$ cat src/design/assert_macros.svh
// Assertion helpers shared by the RTL.
`ifndef ASSERT_MACROS_SVH
`define ASSERT_MACROS_SVH

// Condition must hold at every clock edge out of reset.
`define CHT_ASSERT(label, cond, msg) \
    label: assert property (@(posedge clk) disable iff (!rst_n) (cond)) else $error(msg);

// Antecedent implies consequent in the same cycle.
`define CHT_ASSERT_IMP(label, ante, cons, msg) \
    label: assert property (@(posedge clk) disable iff (!rst_n) (ante) |-> (cons)) \
        else $error(msg);

`endif

$ cat src/design/cht_ram.sv
// ============================================================================
// cht_ram
// Simple dual-port RAM: one write port, one read port, registered read.
// ============================================================================
`default_nettype none

module cht_ram #(
    parameter int WIDTH = 8,
    parameter int DEPTH = 16
) (
    input  wire logic                     clk,
    input  wire logic                     we,
    input  wire logic [$clog2(DEPTH)-1:0] waddr,
    input  wire logic [WIDTH-1:0]         wdata,
    input  wire logic [$clog2(DEPTH)-1:0] raddr,
    output logic      [WIDTH-1:0]         rdata
);

    logic [WIDTH-1:0] mem [DEPTH];

    always_ff @(posedge clk)
    begin
        if (we)
        begin
            mem[waddr] <= wdata;
        end
        rdata <= mem[raddr];
    end

endmodule

`default_nettype wire

$ cat config.mk
export PLATFORM = sky130hd
export DESIGN_NAME = cht_ram
export DESIGN_NICKNAME = d
export VERILOG_FILES = /design/src/design/assert_macros.svh /design/src/design/cht_ram.sv
export SDC_FILE = /design/constraint.sdc
export NUM_CORES = 1
export LEC_CHECK = 0
export BUFFER_PORTS_ARGS = -buffer_cell sky130_fd_sc_hd__buf_2
export CORE_ASPECT_RATIO = 1.5
export CORE_UTILIZATION = 55
export DETAILED_ROUTE_END_ITERATION = 16
export HOLD_SLACK_MARGIN = 0.03
export PLACE_DENSITY = 0.8
export SYNTH_ARGS = -nofsm -noshare
export SYNTH_HDL_FRONTEND = slang
export SYNTH_SLANG_ARGS = --single-unit
$ cat constraint.sdc
create_clock -name clk -period 2.03 [get_ports clk]
set_input_delay 0.3045 -clock clk [delete_from_list [all_inputs] [get_ports clk]]
set_output_delay 0.3045 -clock clk [all_outputs]
set_load 0.01 [all_outputs]
==> impl_metrics.prom, run 1 <==
# TYPE chip_impl_metric gauge
chip_impl_metric{name="finalHoldWorstSlack",unit="ns"} 0.2797
chip_impl_metric{name="wirelength_routed",unit="µm"} 10120
chip_impl_metric{name="firstDrtPassIters",unit=""} 7
chip_impl_metric{name="slew_viol_final",unit=""} 0
chip_impl_metric{name="synth-seq-area-share",unit="%"} 77.78
chip_impl_metric{name="global_route.overflow_total",unit=""} 0
chip_impl_metric{name="final_min_period_over_clock_period",unit="%"} 71.95
chip_impl_info{name="synth.area.top_cells",value="sky130_fd_sc_hd__edfxtp_1, sky130_fd_sc_hd__mux4_2, sky130_fd_sc_hd__mux4_1, sky130_fd_sc_hd__dfxtp_1, sky130_fd_sc_hd__a22oi_1"} 1
chip_impl_info{name="hp-class",value="input port to register"} 1
chip_impl_info{name="most_common_cell_in_the_netlist",value="sky130_fd_sc_hd__edfxtp_1"} 1
chip_impl_info{name="synth_top_area_cell",value="sky130_fd_sc_hd__edfxtp_1"} 1
chip_impl_metric{name="final_nets",unit=""} 303
chip_impl_metric{name="cts.reportedPaths.clkPinSlew",unit="ns"} 0.06
chip_impl_info{name="cts_tree",value="done"} 1
chip_impl_metric{name="clkPwrFrac",unit="%"} 44.9
chip_impl_metric{name="final_layout_size_suffix_gt1_share",unit="%"} 31.21
chip_impl_metric{name="cp_data_arrival_time",unit="ns"} 1.75
chip_impl_metric{name="place.port_buffers",unit=""} 25
chip_impl_metric{name="worst_skew_pair.late_latency",unit="ns"} 0.42
chip_impl_metric{name="chipWidth",unit="µm"} 80.99
chip_impl_metric{name="p_leak",unit="µW"} 0.002096
chip_impl_info{name="rsz0062_at_grt",value="no"} 1
chip_impl_metric{name="hold_violations",unit=""} 0
chip_impl_info{name="cp_cell_sequence",value="buf_2 > buf_12 > mux4_1 > a22oi_1 > nand2_1"} 1
chip_impl_metric{name="timing.max_cap.violations",unit=""} 0
chip_impl_metric{name="netlist_instances",unit=""} 229
chip_impl_metric{name="post_synthesis_cell_type_count",unit=""} 19
chip_impl_metric{name="fraction_of_registers_with_async_set_reset",unit="%"} 0
chip_impl_metric{name="m1WireLength",unit="µm"} 3897
chip_impl_metric{name="route.antenna.remaining_nets",unit=""} 0
chip_impl_metric{name="synth-edff-count",unit=""} 128
chip_impl_metric{name="cell_internal_pwr",unit="µW"} 5041
chip_impl_metric{name="cp_data_required_time",unit="ns"} 2.32
chip_impl_info{name="min_delay_worst_endpoint",value="mem[10][2]"} 1
chip_impl_info{name="result_of_the_run",value="completed"} 1
chip_impl_metric{name="postSynthAreaPerCell",unit="µm²"} 22.48
chip_impl_metric{name="synth.net_count",unit=""} 247
chip_impl_info{name="nature_of_the_critical_path_startpoint",value="input port"} 1
chip_impl_metric{name="postCtsSetupBuffers",unit=""} 0
chip_impl_metric{name="share_comb_of_total_power",unit="%"} 4.8
chip_impl_metric{name="ctsHtreeMaxLevel",unit=""} 4
chip_impl_info{name="regToRegStartpoint",value="mem[1][2]"} 1
chip_impl_metric{name="cts_bufs_inserted",unit=""} 17
chip_impl_metric{name="power.share.switching",unit="%"} 19.76
chip_impl_metric{name="r2r_slack",unit="ns"} 0.59
chip_impl_metric{name="area_growth_syn_to_layout",unit="%"} 17.70
chip_impl_metric{name="via_count_of_the_first_global_routing_pass",unit=""} 2598
chip_impl_metric{name="slew_at_the_pin_closest_to_its_max_slew_limit",unit="ns"} 0.6769
chip_impl_metric{name="total_switching_power",unit="µW"} 1241
chip_impl_metric{name="grt_pass1_wl",unit="µm"} 15060
chip_impl_metric{name="maximum_number_of_pins_on_one_net_before_global_route_repair",unit=""} 31
chip_impl_metric{name="netlist_area",unit="µm²"} 5147
chip_impl_metric{name="detail_route.vias_per_cell",unit=""} 6.154
chip_impl_metric{name="cts-hold-fix-buffers",unit=""} 0
chip_impl_info{name="synth.cells.most_frequent",value="sky130_fd_sc_hd__edfxtp_1, sky130_fd_sc_hd__mux4_2, sky130_fd_sc_hd__a22oi_1"} 1
chip_impl_metric{name="fill_cells",unit=""} 551
chip_impl_metric{name="critPathMaxFanout",unit=""} 30
chip_impl_metric{name="die_height",unit="µm"} 120.5
chip_impl_metric{name="yosys.area.top_type_share",unit="%"} 74.67
chip_impl_metric{name="hold_path_depth",unit=""} 1
chip_impl_metric{name="met2_length",unit="µm"} 5515
chip_impl_metric{name="cts.path.max_buffers",unit=""} 2
chip_impl_metric{name="place_hpwl",unit="µm"} 6275
chip_impl_metric{name="core",unit="µm²"} 8934
chip_impl_info{name="maxUsedRoutingLayer",value="met4"} 1
chip_impl_metric{name="vdd_drop_max",unit="mV"} 0.8196
chip_impl_metric{name="total_negative_slack",unit="ns"} 0
chip_impl_metric{name="ys_warn_count",unit=""} 0
chip_impl_info{name="cp-end-kind",value="register"} 1
chip_impl_metric{name="floorplan.rows",unit=""} 42
chip_impl_metric{name="highest_clock_frequency_the_design_can_meet",unit="MHz"} 684.7
chip_impl_info{name="path_class",value="input port to register"} 1
chip_impl_info{name="synthFlopType",value="sky130_fd_sc_hd__edfxtp_1"} 1
chip_impl_metric{name="clock_sinks",unit=""} 136
chip_impl_metric{name="finalWeightedCongestion",unit=""} 0.7315
chip_impl_metric{name="drc",unit=""} 0
chip_impl_metric{name="detailroute.via_count",unit=""} 2511
chip_impl_metric{name="grtUsageTotal",unit="%"} 23.61
chip_impl_metric{name="start_util",unit="%"} 57.62
chip_impl_metric{name="fin_worst_skew",unit="ns"} 0.01048
chip_impl_metric{name="timing.final.setup_violations",unit=""} 0
chip_impl_metric{name="cts.repair.resized",unit=""} 0
chip_impl_metric{name="die-area",unit="µm²"} 9758
chip_impl_metric{name="drtIter0Drc",unit=""} 232
chip_impl_metric{name="met3_wirelength",unit="µm"} 542
chip_impl_metric{name="fin_crit",unit="ns"} 1.460
chip_impl_metric{name="post_drt_wl_per_cell",unit="µm"} 24.80
chip_impl_info{name="clock_tree.root_cell",value="sky130_fd_sc_hd__clkbuf_16"} 1
chip_impl_metric{name="share_seq_of_total_power",unit="%"} 50.4
chip_impl_info{name="critical-path-slowest-cell",value="sky130_fd_sc_hd__mux4_1"} 1
chip_impl_metric{name="ys_seq_elements",unit=""} 136
chip_impl_metric{name="timing.reg2reg.worst_path_depth",unit=""} 3
chip_impl_metric{name="antennaDiodeCount",unit=""} 0
chip_impl_metric{name="grt_antenna_before_repair",unit=""} 0
chip_impl_metric{name="ioPinCount",unit=""} 26
chip_impl_info{name="rr_endpoint",value="rdata[2]"} 1
chip_impl_info{name="min_from",value="wdata[2]"} 1
chip_impl_metric{name="worst_path_largest_cell_delay",unit="ns"} 0.61
chip_impl_metric{name="slew_headroom",unit="%"} 54.71
chip_impl_metric{name="cellPowerDensity",unit="nW/µm²"} 1037
[logic make-up (layout without fill, tap and decap cells)]
| group | count (synthesis) | after routing | share of synthesized area, % |
|---|---|---|---|
| AOI/OAI and AO/OA | 16 | 16 | 2.334 |
| and+or+nand+nor | 35 | 35 | 3.184 |
| muxes | 32 | 32 | 15.02 |
| DFF | 136 | 136 | 77.78 |
| buffers and inverters | 10 | 79 | 1.677 |
[cells in the final DEF, fill, tap and decap left out, drive strengths merged]
| master | Yosys | final |
|---|---|---|
| or3b | 1 | 1 |
| nor2 | 13 | 13 |
| dfxtp | 8 | 8 |
| bufinv | 0 | 2 |
| nand3b | 2 | 2 |
| clkbuf | 0 | 19 |
| a22oi | 16 | 16 |
| and2b | 1 | 1 |
| mux4 | 32 | 32 |
| buf | 7 | 47 |
| and2 | 1 | 1 |
| clkinv | 0 | 11 |
| nor3 | 4 | 4 |
| nand2 | 9 | 9 |
| nand2b | 2 | 2 |
| edfxtp | 128 | 128 |
| nor2b | 1 | 1 |
| nand3 | 1 | 1 |
[worst max-delay path, delay by kind of cell]
kind | cells | cell delay, ns
multiplexers | 1 | 0.61
buffers and inverters | 2 | 0.40
AO/OA/AOI/OAI | 1 | 0.31
AND/OR/NAND/NOR | 1 | 0.10
[sequential cells by signal, indices dropped and copies added (netlist names)]
| signal | flops |
|---|---|
| rdata | 8 |
| mem | 128 |
[power by group through the flow]
| stage | Combinational (µW) | Clock [µW] | Sequential (µW) |
|---|---|---|---|
| after global placement | 286 | 0 | 3220 |
| final | 299 | 2820 | 3160 |
| after floorplan | 159 | 0 | 3220 |
| after CTS | 303 | 2850 | 3170 |
| after global routing | 320 | 2960 | 3170 |
| after detailed placement | 298 | 0 | 3220 |
[routing by layer]
layer / track usage [%] / up-vias
met1: 29.55 / 1295
li1: - / 1081
met3: 6.340 / 15
met5: 0 / -
met2: 38.60 / 120
met4: 9.933 / 0
[metrics by stage]
stage	setup slack (ns)	cell area [µm²]	util (%)	instances	power, µW
2_1_floorplan	0.2326	5147	-	229	3379
6_report	0.5695	6058	67.82	408	6282
4_1_cts	0.5732	6058	67.82	408	6322
3_5_place_dp	0.1973	5514	61.72	376	3517
3_3_place_gp	0.2120	5514	61.72	376	3501
5_1_grt	0.5280	6058	67.82	408	6444
[area by class of cell]
| type | instances | area [µm²] | area share [%] |
|---|---|---|---|
| timing repair buffer | 47 | 315.3 | 5.204 |
| multi-input combinational | 83 | 1057 | 17.45 |
| clock buffer | 19 | 432.9 | 7.146 |
| sequential | 136 | 4004 | 66.09 |
| clock inverter | 13 | 111.4 | 1.838 |
| tap | 110 | 137.6 | 2.272 |
[how the worst max path moves through the flow]
stage / from / to / slack, ns / cells after the start
finish: raddr[0] / rdata[4] / 0.57 / 5
global route: raddr[0] / rdata[4] / 0.53 / 5
CTS: raddr[0] / rdata[4] / 0.57 / 5
detailed placement: raddr[0] / rdata[4] / 0.20 / 5
global placement: raddr[0] / rdata[4] / 0.21 / 5
floorplan: waddr[2] / mem[0][0] / 0.23 / 2
Power figures use the tool's default switching activity.
==> run 2: changes to the inputs <==
==> constraint.sdc (replaced) <==
create_clock -name clk -period 1.5 [get_ports clk]
set_input_delay 0.225 -clock clk [delete_from_list [all_inputs] [get_ports clk]]
set_output_delay 0.225 -clock clk [all_outputs]
set_load 0.01 [all_outputs]
==> impl_metrics.prom, run 2 (synthesis gave the netlist of run 1 again) <==
# TYPE chip_impl_metric gauge
chip_impl_info{name="result_of_the_run",value="completed"} 1
chip_impl_metric{name="die-area",unit="µm²"} 9758
chip_impl_metric{name="share_comb_of_total_power",unit="%"} 5.0
chip_impl_metric{name="total_negative_slack",unit="ns"} 0
chip_impl_metric{name="clkPwrFrac",unit="%"} 45.7
chip_impl_metric{name="area_growth_syn_to_layout",unit="%"} 20.37
chip_impl_metric{name="cts_bufs_inserted",unit=""} 17
chip_impl_metric{name="vdd_drop_max",unit="mV"} 1.540
chip_impl_metric{name="core",unit="µm²"} 8934
chip_impl_info{name="min_from",value="wdata[1]"} 1
chip_impl_metric{name="cp_data_required_time",unit="ns"} 1.80
chip_impl_metric{name="cellPowerDensity",unit="nW/µm²"} 1399
chip_impl_metric{name="final_nets",unit=""} 309
chip_impl_metric{name="power.share.switching",unit="%"} 20.51
chip_impl_metric{name="post_drt_wl_per_cell",unit="µm"} 23.78
chip_impl_metric{name="worst_skew_pair.late_latency",unit="ns"} 0.41
chip_impl_metric{name="global_route.overflow_total",unit=""} 0
chip_impl_metric{name="grtUsageTotal",unit="%"} 23.75
chip_impl_metric{name="place.port_buffers",unit=""} 25
chip_impl_metric{name="hold_violations",unit=""} 0
chip_impl_metric{name="slew_viol_final",unit=""} 0
chip_impl_metric{name="ioPinCount",unit=""} 26
chip_impl_metric{name="max_ffs_per_register",unit=""} 128
chip_impl_metric{name="clock_sinks",unit=""} 136
chip_impl_metric{name="fin_worst_skew",unit="ns"} 0.006166
chip_impl_info{name="cp-end-kind",value="register"} 1
chip_impl_metric{name="final_layout_size_suffix_gt1_share",unit="%"} 34.21
chip_impl_metric{name="chipWidth",unit="µm"} 80.99
chip_impl_metric{name="cts.repair.resized",unit=""} 0
chip_impl_metric{name="ctsHtreeMaxLevel",unit=""} 4
chip_impl_metric{name="start_util",unit="%"} 57.62
chip_impl_metric{name="cp_data_arrival_time",unit="ns"} 1.64
chip_impl_metric{name="slew_headroom",unit="%"} 73.92
chip_impl_metric{name="finish.instance_area",unit="µm²"} 6196
chip_impl_metric{name="drc",unit=""} 0
chip_impl_info{name="regToRegStartpoint",value="mem[4][0]"} 1
chip_impl_metric{name="finish.cell_count_without_fillers",unit=""} 414
chip_impl_metric{name="fin_total_pwr",unit="µW"} 8665
chip_impl_metric{name="finalWorstSetupSlack",unit="ns"} 0.1579
chip_impl_metric{name="cts-hold-fix-buffers",unit=""} 0
chip_impl_metric{name="timing.final.setup_violations",unit=""} 0
chip_impl_metric{name="firstDrtPassIters",unit=""} 4
chip_impl_info{name="cp-startpoint",value="mem[4][0]"} 1
chip_impl_info{name="nature_of_the_critical_path_startpoint",value="register"} 1
chip_impl_metric{name="via_count_of_the_first_global_routing_pass",unit=""} 2693
chip_impl_metric{name="floorplan.rows",unit=""} 42
chip_impl_metric{name="post_dp_cell_area",unit="µm²"} 5614
chip_impl_info{name="rsz0062_at_grt",value="no"} 1
chip_impl_info{name="layout.cells.most_common",value="sky130_fd_sc_hd__edfxtp_1"} 1
chip_impl_metric{name="highest_clock_frequency_the_design_can_meet",unit="MHz"} 745.1
chip_impl_metric{name="final_min_period_over_clock_period",unit="%"} 89.48
chip_impl_metric{name="postCtsSetupBuffers",unit=""} 0
chip_impl_metric{name="wirelength_routed",unit="µm"} 9843
chip_impl_metric{name="cts.path.max_buffers",unit=""} 2
chip_impl_metric{name="cell_internal_pwr",unit="µW"} 6888
chip_impl_metric{name="finalWeightedCongestion",unit=""} 0.7655
chip_impl_metric{name="place_hpwl",unit="µm"} 6342
chip_impl_info{name="max_flop_register",value="mem"} 1
chip_impl_metric{name="route.antenna.remaining_nets",unit=""} 0
chip_impl_info{name="hp-class",value="input port to register"} 1
chip_impl_metric{name="total_switching_power",unit="µW"} 1778
chip_impl_info{name="most_used_cells_in_the_layout_excluding_fill_and_tap_cells",value="sky130_fd_sc_hd__edfxtp_1, sky130_fd_sc_hd__buf_2, sky130_fd_sc_hd__buf_4"} 1
chip_impl_metric{name="p_leak",unit="µW"} 0.002142
chip_impl_metric{name="maximum_number_of_pins_on_one_net_before_global_route_repair",unit=""} 17
chip_impl_metric{name="grt_antenna_before_repair",unit=""} 0
chip_impl_metric{name="slew_at_the_pin_closest_to_its_max_slew_limit",unit="ns"} 0.3911
chip_impl_metric{name="detailroute.via_count",unit=""} 2486
chip_impl_metric{name="drtIter0Drc",unit=""} 207
chip_impl_metric{name="timing.max_cap.violations",unit=""} 0
chip_impl_metric{name="dp.cells",unit=""} 382
chip_impl_info{name="cts_tree",value="done"} 1
chip_impl_metric{name="cts.reportedPaths.clkPinSlew",unit="ns"} 0.06
chip_impl_metric{name="grt_pass1_wl",unit="µm"} 15340
chip_impl_info{name="layout_top_registers",value="mem (128), rdata (8)"} 1
chip_impl_metric{name="die_height",unit="µm"} 120.5
chip_impl_metric{name="share_seq_of_total_power",unit="%"} 49.3
chip_impl_metric{name="placement.setup.worst_slack",unit="ns"} -0.1075
chip_impl_metric{name="detail_route.vias_per_cell",unit=""} 6.005
chip_impl_metric{name="antennaDiodeCount",unit=""} 0
chip_impl_info{name="clock_tree.root_cell",value="sky130_fd_sc_hd__clkbuf_16"} 1
chip_impl_info{name="path_class",value="register to register"} 1
chip_impl_metric{name="critPathMaxFanout",unit=""} 1
chip_impl_metric{name="fin_crit",unit="ns"} 1.342
==> run 2: cell types whose count changed in the layout (fill, tap and decap cells not counted) <==
cell                         change
sky130_fd_sc_hd__clkinv_2        -6
sky130_fd_sc_hd__clkinvlp_4      +4
sky130_fd_sc_hd__nor3_2          +1
sky130_fd_sc_hd__buf_4           +2
sky130_fd_sc_hd__clkinv_4        +6
sky130_fd_sc_hd__nor3_1          -1
sky130_fd_sc_hd__buf_12          +4
sky130_fd_sc_hd__clkbuf_1        -2
sky130_fd_sc_hd__clkinv_1        -2
==> run 2: per-layer routing <==
metal / track usage (%) / share of wire, % / up-vias
li1: - / - / 1103
met1: 27.98 / 37 / 1279
met2: 39.50 / 56 / 91
met3: 7.019 / 5.7 / 13
met4: 11.05 / 1.7 / 0
met5: 0 / 0 / -
==> run 2: worst paths after layout <==
kind / end / slack, ns / depth (start not counted)
worst max-delay path: rdata[0] / 0.16 / 3
worst min-delay path: mem[5][1] / 0.20 / 1
worst max register to register: rdata[0] / 0.16 / 3
worst min register to register: rdata[6] / 0.69 / 3
==> run 2: power by group through the flow <==
stage	logic, µW	registers, µW	clock network [µW]
after floorplan	216	4360	0
after global placement	414	4350	0
after detailed placement	431	4350	0
after CTS	437	4280	4010
after global routing	468	4280	4180
final	432	4280	3960
==> run 2: area by class of cell <==
class                   instances  area, µm²
flip-flops and latches        136       4004
multi-input cells              83       1062
repair buffers                 53      410.4
fillers                       542       2738
clock inverters                15      156.4
well taps                     110      137.6
clock buffers                  17      425.4
==> run 2: critical path, cell delays in order (launching register included) <==
cell,delay (ns)
sky130_fd_sc_hd__edfxtp_1,0.37
sky130_fd_sc_hd__mux4_1,0.56
sky130_fd_sc_hd__a22oi_1,0.22
sky130_fd_sc_hd__nand2_1,0.08
==> run 2: per-stage QoR <==
stage	utilization, %	hold slack [ns]
after floorplan	-	0.3239
after global placement	62.84	0.6004
after detailed placement	62.84	0.6230
after CTS	69.36	0.1849
after global routing	69.36	0.1898
final	69.36	0.1973
